## config.mk

```make
export PLATFORM = sky130hd
export DESIGN_NAME = circular_queue_with_reverse_core
export DESIGN_NICKNAME = d
export VERILOG_FILES = /design/src/cqr_pkg.sv /design/src/cqr_slot_add.sv /design/src/circular_queue_with_reverse_core.sv
export SDC_FILE = /design/constraint.sdc
export NUM_CORES = 1
export LEC_CHECK = 0
export ABC_AREA = 1
export BUFFER_PORTS_ARGS = -buffer_cell sky130_fd_sc_hd__clkbuf_2
export CAP_MARGIN = 15
export CELL_PAD_IN_SITES_DETAIL_PLACEMENT = 1
export CELL_PAD_IN_SITES_GLOBAL_PLACEMENT = 1
export CORE_MARGIN = 3
export CORE_UTILIZATION = 40
export CTS_BUF_LIST = sky130_fd_sc_hd__clkbuf_4 sky130_fd_sc_hd__clkbuf_8 sky130_fd_sc_hd__clkbuf_16
export DETAILED_ROUTE_END_ITERATION = 8
export PLACE_DENSITY = 0.64
export SYNTH_ARGS = -nofsm -noshare
export SYNTH_HDL_FRONTEND = slang
export SYNTH_SLANG_ARGS = --single-unit
```

## constraint.sdc

```tcl
create_clock -name clk -period 8.85 [get_ports clk]
set_input_delay 0 -clock clk [delete_from_list [all_inputs] [get_ports clk]]
set_output_delay 0 -clock clk [all_outputs]
set_load 0.005 [all_outputs]
```

## src/cqr_pkg.sv

```systemverilog
// Package of the circular queue core: word types, codes and sizes.
package cqr_pkg;

    localparam int CQR_DEPTH_DEF = 8;
    localparam int WORD_W        = 32;
    localparam int OCC_W         = 11;

    localparam logic [1:0] ACT_INSERT  = 2'd0;
    localparam logic [1:0] ACT_REMOVE  = 2'd1;
    localparam logic [1:0] ACT_REVERSE = 2'd2;

    localparam logic [1:0] STAT_DONE  = 2'd0;
    localparam logic [1:0] STAT_FULL  = 2'd1;
    localparam logic [1:0] STAT_EMPTY = 2'd2;

    localparam logic signed [WORD_W-1:0] WORD_NEG_ONE = {WORD_W{1'b1}};

    typedef struct packed {
        logic [1:0]               action;
        logic signed [WORD_W-1:0] in_value;
    } cqr_cmd_t;

    typedef struct packed {
        logic signed [WORD_W-1:0] out_value;
        logic [1:0]               status;
        logic [OCC_W-1:0]         occupancy;
    } cqr_result_t;

endpackage

```

## src/cqr_slot_add.sv

```systemverilog
// Shared slot unit: base slot plus offset, wrapped around the queue depth.
module cqr_slot_add
    import cqr_pkg::*;
#(
    parameter int DEPTH = CQR_DEPTH_DEF
)
(
    input  logic [$clog2(DEPTH)-1:0]   base,
    input  logic [$clog2(DEPTH+1)-1:0] offset,
    output logic [$clog2(DEPTH)-1:0]   slot
);

    localparam int IDX_W = $clog2(DEPTH);
    localparam int CNT_W = $clog2(DEPTH + 1);
    localparam int SUM_W = CNT_W + 1;

    logic [SUM_W-1:0] sum;
    logic [SUM_W-1:0] wrapped;

    // Base is below DEPTH and offset at most DEPTH: one subtract wraps it.
    assign sum     = SUM_W'(base) + SUM_W'(offset);
    assign wrapped = (sum >= SUM_W'(DEPTH)) ? (sum - SUM_W'(DEPTH)) : sum;
    assign slot    = wrapped[IDX_W-1:0];

endmodule

```

## src/circular_queue_with_reverse_core.sv

```systemverilog
// Circular queue core: insert, remove and in-place reverse over a word memory.
// Insert, refused remove and no-op give the result strobe from S_EXEC;
//   a remove that returns a word gives it from S_RM_WAIT (registered memory read).
// Reverse swaps floor(n/2) pairs for n held words: one read of both slots, then two writes per swap.
// No new command is taken while busy; start is taken again in the cycle the strobe shows.
// Reset clears head, count and control at once; memory words stay undefined until written.
module circular_queue_with_reverse_core
    import cqr_pkg::*;
#(
    parameter int DEPTH = CQR_DEPTH_DEF
)
(
    input  logic        clk,
    input  logic        rst_n,
    input  logic        start,
    output logic        busy,
    input  cqr_cmd_t    cmd,
    output logic        done,
    output cqr_result_t result
);

    localparam int IDX_W = $clog2(DEPTH);
    localparam int CNT_W = $clog2(DEPTH + 1);

    typedef enum logic [2:0] {
        S_IDLE,
        S_EXEC,
        S_RM_WAIT,
        S_SW_RD,
        S_SW_WA,
        S_SW_WB
    } state_t;

    state_t                   state_reg;
    logic [1:0]               act_reg;
    logic signed [WORD_W-1:0] val_reg;
    logic [CNT_W-1:0]         count_reg;
    logic [IDX_W-1:0]         head_reg;
    logic [IDX_W-1:0]         lo_reg;
    logic [IDX_W-1:0]         hi_reg;
    logic [CNT_W-1:0]         pairs_reg;
    logic                     done_reg;
    cqr_result_t              result_reg;

    // Word memory with one write port and two registered read ports.
    logic signed [WORD_W-1:0] mem [DEPTH];
    logic signed [WORD_W-1:0] rd_a_reg;
    logic signed [WORD_W-1:0] rd_b_reg;

    logic                     mem_we;
    logic [IDX_W-1:0]         mem_waddr;
    logic signed [WORD_W-1:0] mem_wdata;
    logic                     rd_a_en;
    logic                     rd_b_en;
    logic [IDX_W-1:0]         rd_a_addr;

    logic [CNT_W-1:0]         slot_offset;
    logic [IDX_W-1:0]         slot;
    logic                     full;
    logic                     empty;
    logic [IDX_W-1:0]         lo_next;
    logic [IDX_W-1:0]         hi_next;

    assign full  = (count_reg == CNT_W'(DEPTH));
    assign empty = (count_reg == '0);

    // Pick the offset for the shared slot unit from the pending action:
    // tail slot for insert, next head for remove, last held slot for reverse.
    always_comb
    begin
        case (act_reg)
            ACT_INSERT:  slot_offset = count_reg;
            ACT_REMOVE:  slot_offset = CNT_W'(1);
            ACT_REVERSE: slot_offset = count_reg - CNT_W'(1);
            default:     slot_offset = '0;
        endcase
    end

    cqr_slot_add #(
        .DEPTH (DEPTH)
    ) u_slot (
        .base   (head_reg),
        .offset (slot_offset),
        .slot   (slot)
    );

    // Walk the swap pointers toward each other around the ring.
    assign lo_next = (lo_reg == IDX_W'(DEPTH - 1)) ? '0 : lo_reg + IDX_W'(1);
    assign hi_next = (hi_reg == '0) ? IDX_W'(DEPTH - 1) : hi_reg - IDX_W'(1);

    // Memory port control.
    always_comb
    begin
        mem_we    = 1'b0;
        mem_waddr = slot;
        mem_wdata = val_reg;
        rd_a_en   = 1'b0;
        rd_b_en   = 1'b0;
        rd_a_addr = head_reg;
        case (state_reg)
            S_EXEC:
            begin
                if ((act_reg == ACT_INSERT) && !full)
                begin
                    mem_we = 1'b1;
                end
                if ((act_reg == ACT_REMOVE) && !empty)
                begin
                    rd_a_en = 1'b1;
                end
            end
            S_SW_RD:
            begin
                rd_a_en   = 1'b1;
                rd_b_en   = 1'b1;
                rd_a_addr = lo_reg;
            end
            S_SW_WA:
            begin
                // Low slot takes the word read from the high slot.
                mem_we    = 1'b1;
                mem_waddr = lo_reg;
                mem_wdata = rd_b_reg;
            end
            S_SW_WB:
            begin
                mem_we    = 1'b1;
                mem_waddr = hi_reg;
                mem_wdata = rd_a_reg;
            end
            default:
            begin
                mem_we = 1'b0;
            end
        endcase
    end

    always_ff @(posedge clk)
    begin
        if (mem_we)
        begin
            mem[mem_waddr] <= mem_wdata;
        end
        if (rd_a_en)
        begin
            rd_a_reg <= mem[rd_a_addr];
        end
        if (rd_b_en)
        begin
            rd_b_reg <= mem[hi_reg];
        end
    end

    // Sequencer: state, queue pointers and the registered result.
    always_ff @(posedge clk or negedge rst_n)
    begin
        if (!rst_n)
        begin
            state_reg  <= S_IDLE;
            act_reg    <= ACT_INSERT;
            val_reg    <= '0;
            count_reg  <= '0;
            head_reg   <= '0;
            lo_reg     <= '0;
            hi_reg     <= '0;
            pairs_reg  <= '0;
            done_reg   <= 1'b0;
            result_reg <= '0;
        end
        else
        begin
            done_reg <= 1'b0;
            case (state_reg)
                S_IDLE:
                begin
                    if (start)
                    begin
                        act_reg   <= cmd.action;
                        val_reg   <= cmd.in_value;
                        state_reg <= S_EXEC;
                    end
                end
                S_EXEC:
                begin
                    result_reg.out_value <= '0;
                    result_reg.status    <= STAT_DONE;
                    result_reg.occupancy <= OCC_W'(count_reg);
                    state_reg            <= S_IDLE;
                    case (act_reg)
                        ACT_INSERT:
                        begin
                            done_reg <= 1'b1;
                            if (full)
                            begin
                                result_reg.status <= STAT_FULL;
                            end
                            else
                            begin
                                count_reg            <= count_reg + CNT_W'(1);
                                result_reg.occupancy <= OCC_W'(count_reg + CNT_W'(1));
                            end
                        end
                        ACT_REMOVE:
                        begin
                            if (empty)
                            begin
                                done_reg             <= 1'b1;
                                result_reg.out_value <= WORD_NEG_ONE;
                                result_reg.status    <= STAT_EMPTY;
                            end
                            else
                            begin
                                // Hold the result until the read word lands.
                                count_reg            <= count_reg - CNT_W'(1);
                                head_reg             <= (count_reg == CNT_W'(1)) ? '0 : slot;
                                result_reg.occupancy <= OCC_W'(count_reg - CNT_W'(1));
                                state_reg            <= S_RM_WAIT;
                            end
                        end
                        ACT_REVERSE:
                        begin
                            if (count_reg < CNT_W'(2))
                            begin
                                done_reg <= 1'b1;
                            end
                            else
                            begin
                                lo_reg    <= head_reg;
                                hi_reg    <= slot;
                                pairs_reg <= count_reg >> 1;
                                state_reg <= S_SW_RD;
                            end
                        end
                        default:
                        begin
                            done_reg <= 1'b1;
                        end
                    endcase
                end
                S_RM_WAIT:
                begin
                    done_reg             <= 1'b1;
                    result_reg.out_value <= rd_a_reg;
                    state_reg            <= S_IDLE;
                end
                S_SW_RD:
                begin
                    state_reg <= S_SW_WA;
                end
                S_SW_WA:
                begin
                    state_reg <= S_SW_WB;
                end
                S_SW_WB:
                begin
                    lo_reg    <= lo_next;
                    hi_reg    <= hi_next;
                    pairs_reg <= pairs_reg - CNT_W'(1);
                    if (pairs_reg == CNT_W'(1))
                    begin
                        done_reg  <= 1'b1;
                        state_reg <= S_IDLE;
                    end
                    else
                    begin
                        state_reg <= S_SW_RD;
                    end
                end
                default:
                begin
                    state_reg <= S_IDLE;
                end
            endcase
        end
    end

    assign busy   = (state_reg != S_IDLE);
    assign done   = done_reg;
    assign result = result_reg;

endmodule

```

==> results of run 1 <==
[final timing paths]
path	slack, ns	start	cells after the start	end
worst min register to register	0.48	result[28]	2	result[28]
worst max register to register	4.93	act_reg[1]	16	mem[1][16]
worst max-delay path	4.93	act_reg[1]	16	mem[1][16]
min in group asynchronous	0.49	rst_n	4	result[4]
worst min-delay path	0.16	cmd[2]	3	val_reg[2]
max in group asynchronous	7.58	rst_n	4	val_reg[12]
[cells by family (layout without fill, tap and decap cells)]
| logic type | count (synthesis) | after routing |
|---|---|---|
| AND/OR/NAND/NOR | 955 | 955 |
| buffers and inverters | 437 | 549 |
| flip-flops | 415 | 415 |
| AO/OA/AOI/OAI | 340 | 340 |
| multiplexers | 32 | 32 |
| adder cells (fa/ha/maj) | 15 | 15 |
| XOR/XNOR | 6 | 6 |
[layout make-up]
type / count / area [um2] / area share [%]
tap: 664 / 831 / 3.60
inverter: 306 / 1150 / 4.99
timing repair buffer: 153 / 1060 / 4.57
clock buffer: 66 / 1370 / 5.95
sequential: 415 / 12000 / 51.9
clock inverter: 24 / 322 / 1.39
multi-input combinational: 1348 / 6380 / 27.6
[metrics by stage]
step	hold WS, ns	utilization [%]	setup WS (ns)	power [mW]
2_1_floorplan	-0.296	-	4.84	5.22
4_1_cts	0.138	47.0	4.90	8.60
3_5_place_dp	0.0473	42.7	4.96	6.43
3_3_place_gp	0.0251	42.7	5.00	6.32
5_1_grt	0.182	47.0	4.59	9.10
6_report	0.163	47.0	4.93	8.53
[report_power, final]
part	leakage, nW	internal (mW)	switching (mW)
Combinational	5.22	0.925	2.33
Clock	0.849	1.29	0.828
Sequential	4.09	2.90	0.254
Total	10.2	5.12	3.41
[cell usage after synthesis, drive strengths merged]
library cell	number	area (um2)
nand2	664	2490
edfxtp	320	9610
inv	303	1140
nand3	216	1090
o21ai	157	797
a21oi	132	661
dfrtp	95	2380
buf	67	353
nor2	67	251
clkbuf	64	240
a31oi	34	213
mux2	32	360
ha	14	175
o22ai	10	62.6
xor2	5	43.8
clkinv	3	11.3
nand4	3	18.8
nor3	3	15.0
o211ai	3	22.5
a2bb2oi	1	8.76
fa	1	20.0
nand3b	1	7.51
o2111ai	1	8.76
o221ai	1	8.76
o31ai	1	7.51
or2	1	6.26
xnor2	1	8.76
[layer usage]
metal | GRT usage (%) | vias to the layer above | routed length [um]
met5 | 0 | - | 0
met4 | 6.55 | 0 | 1450
met3 | 2.75 | 89 | 2400
met2 | 41.2 | 302 | 30600
met1 | 31.6 | 8002 | 28000
li1 | - | 7358 | -
[worst max-delay path, delay by kind of cell (launching register included)]
| kind | cells | cell delay (ns) |
|---|---|---|
| AND/OR/NAND/NOR | 5 | 1.05 |
| flip-flops | 1 | 0.40 |
| AO/OA/AOI/OAI | 3 | 0.33 |
| buffers and inverters | 5 | 0.76 |
| adder cells (fa/ha/maj) | 3 | 1.00 |
[repair_timing]
action                                 in CTS  in global routing
endpoints found under the hold margin      74                  0
gates resized for setup                     0                  0
hold buffers                               38                  0
==> impl_metrics.yaml, run 1 <==
sta:
  max_clock_freq_ghz: 0.255
  final_max_slew_viol_count: 0
  fin_tns_setup_ns: 0
  grt_setup_unrepaired: "no"
  post-route-period-util_pct: 44.3
  slew_headroom_pct: 33.6
  final.min_clock_period_ns: 3.92
  skew_ns: 0.0318
  worst-slew-pin-transition_ns: 0.989
  timing.final.hold_violations: 0
  setup-violations-final: 0
synth:
  postSynthNetCount: 2252
  syn_avg_cell_area_um2: 9.09
  synthesis_warnings: 0
  synthCells: 2200
  post_synth_mux_area_share_pct: 1.80
  synth_area_um2: 20000
  synthSimpleGateAreaFrac_pct: 19.4
  post_synth_num_cell_types: 33
  combinational_family_with_the_most_area_after_synthesis: "simple AND/OR/NAND/NOR gates"
  synth-seq-cells: 415
  synthAdderAreaFrac_pct: 0.976
  synth_compound_area_share_pct: 8.94
  synth_xor_area_share_pct: 0.263
  synth-seq-area-share_pct: 59.9
detailed_routing:
  drc: 0
  drtAntennaViolNets: 0
  wl_mm: 62.4
  wl_per_cell_um: 21.0
  vias: 15800
  pre_antenna_drt_iters: 5
  number_of_drc_markers_in_iteration_0: 1007
  via_per_inst: 5.29
cts:
  clock-sinks: 415
  post_cts_buffers: 0
  cts_buffers: 48
  clock_tree_from_tritoncts: "built"
  clkLatencyLatePin_ns: 0.61
  clk_pin_slew_ns: 0.06
  clock_path_buffers: 3
  cts_root_buffer: "sky130_fd_sc_hd__clkbuf_16"
  h-tree-depth: 2
floorplan:
  io-pin-count: 84
  die-area_um2: 52700
  rows: 81
  floorplan.die.height_um: 230
  core_area_um2: 49200
  initial_core_utilization_pct: 40.7
  overall_die_width_um: 230
placement:
  dpl.hpwl_mm: 36.0
  port_buffers: 83
  dpl.cell_count: 2848
  placed_cell_area_um2: 21000
  finalWeightedCongestion: 0.783
final_layout:
  areaGrowthSynthToFinish_pct: 15.5
  final.fill_count: 5619
  largest_register_ff_count: 256
  stdcell_count: 2976
  antenna_cells: 0
  layout_commonest_cell: "sky130_fd_sc_hd__nand2_1"
  final_cell_mix: "sky130_fd_sc_hd__nand2_1 (663), sky130_fd_sc_hd__edfxtp_1 (320), sky130_fd_sc_hd__inv_1 (297)"
  layout.nets: 2324
  drive_above_1_share_pct: 11.1
  post-route-cell-area_um2: 23100
critical_path:
  critPathArrivalTime_ns: 4.16
  required_time_of_the_worst_setup_path_ns: 9.09
  path_max_fanout: 18
  cp_slowest_stage_delay_ns: 0.57
  crit_path_start_kind: "flip-flop"
  endpoint_kind: "flip-flop"
  highest_delay_cell_along_the_critical_path: "sky130_fd_sc_hd__nor2_4"
  cpMostUsedCell: "sky130_fd_sc_hd__inv_1"
  path_class: "reg2reg"
  crit_path_cell_trace: "inv_1 -> ha_1 -> nand2_1 -> o21ai_0 -> o21ai_0 -> inv_1 -> ha_1 -> inv_1 -> fa_1 -> inv_1 -> nor2_1 -> nor2_1 -> o21ai_0 -> nand3_1 -> nor2_4 -> buf_4"
grt:
  grt_pass1_vias: 16600
  grt_max_degree: 81
  grt_use_total_pct: 23.7
  grt_first_pass_wirelength_mm: 96.6
  grt_overflow_total: 0
  grt_antenna_before_repair: 2
status:
  status: "finished clean"
power_and_ir_drop:
  power-per-cell-area_nw_per_um2: 369
  worst_ir_drop_vdd_v: 0.000154
  p_leak_nw: 10.2
flow_run:
  drv_cap: 0
min_path:
  classification_of_the_worst_slack_hold_path: "in2reg"
Note: power is estimated with default switching activity, not from simulation.
==> run 2, diff against run 1 <==
Settings changed: PLACE_DENSITY 0.64 to 0.67.
Clock period 8.85 ns to 3.44 ns, I/O delays scaled along.
==> impl_metrics.yaml, run 2 (synthesized netlist as in run 1, its figures left out) <==
status:
  status: "finished clean"
critical_path:
  required_time_of_the_worst_setup_path_ns: 3.71
  endpoint_kind: "flip-flop"
  path_max_fanout: 11
  highest_delay_cell_along_the_critical_path: "sky130_fd_sc_hd__fa_1"
  crit_path_start_kind: "flip-flop"
  path_class: "reg2reg"
  cpMostUsedCell: "sky130_fd_sc_hd__inv_1"
  crit_path_cell_trace: "inv_1 -> ha_2 -> inv_1 -> o21ai_0 -> o21ai_1 -> inv_1 -> ha_1 -> inv_1 -> fa_1 -> inv_1 -> nor2_1 -> nor2_1 -> o21ai_2 -> inv_1 -> nand3_2 -> nor2_4 -> buf_12 -> buf_12"
  critPathArrivalTime_ns: 3.47
  cp_slowest_stage_delay_ns: 0.49
grt:
  grt_antenna_before_repair: 0
  grt_use_total_pct: 24.2
  globalRouteMet2Util_pct: 40.7
  grt-busiest-layer: "met2"
  grt_overflow_total: 0
  grt_first_pass_wirelength_mm: 99.3
  grt_max_degree: 129
  grt_pass1_vias: 17000
  met1_resource_use_gr_pct: 32.8
  global_route.usage.met3_pct: 4.01
min_path:
  classification_of_the_worst_slack_hold_path: "in2async"
sta:
  skew_ns: 0.0176
  layout_setup_ws_ns: 0.241
  timing.final.hold_violations: 0
  fin_tns_setup_ns: 0
  final_max_slew_viol_count: 0
  worst-slew-pin-transition_ns: 1.03
  max_clock_freq_ghz: 0.313
  hold_slack_ns: 0.145
  final.min_clock_period_ns: 3.20
  setup-violations-final: 0
  slew_headroom_pct: 31.2
  post-route-period-util_pct: 93.0
detailed_routing:
  wl_mm: 64.3
  number_of_drc_markers_in_iteration_0: 1182
  drc: 0
  wl_per_cell_um: 21.4
  drtAntennaViolNets: 0
  pre_antenna_drt_iters: 5
  vias: 16000
  via_per_inst: 5.32
cts:
  cts_buffers: 48
  h-tree-depth: 2
  clkLatencyLatePin_ns: 0.58
  clock_path_buffers: 3
  clock-sinks: 415
  clk_pin_slew_ns: 0.06
  cts_root_buffer: "sky130_fd_sc_hd__clkbuf_16"
  clock_tree_from_tritoncts: "built"
final_layout:
  layout.nets: 2351
  post-route-cell-area_um2: 23600
  finish.utilization_pct: 48.1
  largest_register_ff_count: 256
  final_cell_mix: "sky130_fd_sc_hd__nand2_1 (661), sky130_fd_sc_hd__edfxtp_1 (320), sky130_fd_sc_hd__inv_1 (297)"
  layout_commonest_cell: "sky130_fd_sc_hd__nand2_1"
  drive_above_1_share_pct: 12.5
  multiInputGateArea_um2: 6420
  final.fill_count: 5603
  antenna_cells: 0
  areaGrowthSynthToFinish_pct: 18.1
  seq_area_um2: 12000
  stdcell_count: 3001
floorplan:
  die-area_um2: 52700
  io-pin-count: 84
  initial_core_utilization_pct: 40.7
  overall_die_width_um: 230
  rows: 81
  core_area_um2: 49200
  floorplan.die.height_um: 230
power_and_ir_drop:
  worst_ir_drop_vdd_v: 0.000588
  p_total_mw: 22.5
  p_leak_nw: 10.4
  power-per-cell-area_nw_per_um2: 950
placement:
  port_buffers: 83
  dpl.hpwl_mm: 37.3
  finalWeightedCongestion: 0.814
  place_worst_setup_slack_ns: -0.00641
  placed_cell_area_um2: 21400
  dpl.cell_count: 2870
flow_run:
  drv_cap: 0
==> run 2: repair_timing <==
item / CTS / global route
setup buffers: 1 / 2
endpoints found under the hold margin: 105 / 0
resized for setup: 0 / 11
pin swaps: 1 / 2
setup endpoints to repair: 11 / 256
hold buffers: 36 / 0
gates cloned: 0 / 4
==> run 2: final cells by class <==
type,count,area share (%)
multi-input combinational,1348,27.1
timing repair buffer,180,6.58
sequential,415,50.7
clock inverter,17,1.01
tap,664,3.51
clock buffer,71,6.15
inverter,306,4.86
==> run 2: path summary, 6_finish.rpt <==
check | start | to | slack [ns] | cells after the start
max | act_reg[0] | mem[3][30] | 0.24 | 18
min | rst_n | result[0] | 0.14 | 2
max reg2reg | act_reg[0] | mem[3][30] | 0.24 | 18
min reg2reg | result[32] | result[32] | 0.48 | 2
max in group asynchronous | rst_n | val_reg[11] | 2.35 | 3
min in group clk | cmd[6] | val_reg[6] | 0.19 | 3
==> run 2: critical path, delay by kind of cell (launching register included) <==
kind,cells,cell delay [ns]
compound gates,3,0.36
fa+ha+maj,3,0.84
buf+inv,8,0.79
flops,1,0.40
simple gates,4,0.49
==> run 2: metal layers <==
metal	vias to the layer above	wire, um
met1	8097	29000
met2	361	30800
li1	7429	-
met4	0	1350
met5	-	0
met3	90	3180
==> run 2: power breakdown <==
group,switching (mW),internal (mW)
Sequential,0.599,7.46
Combinational,6.24,2.70
Clock,2.09,3.37
Total,8.93,13.5
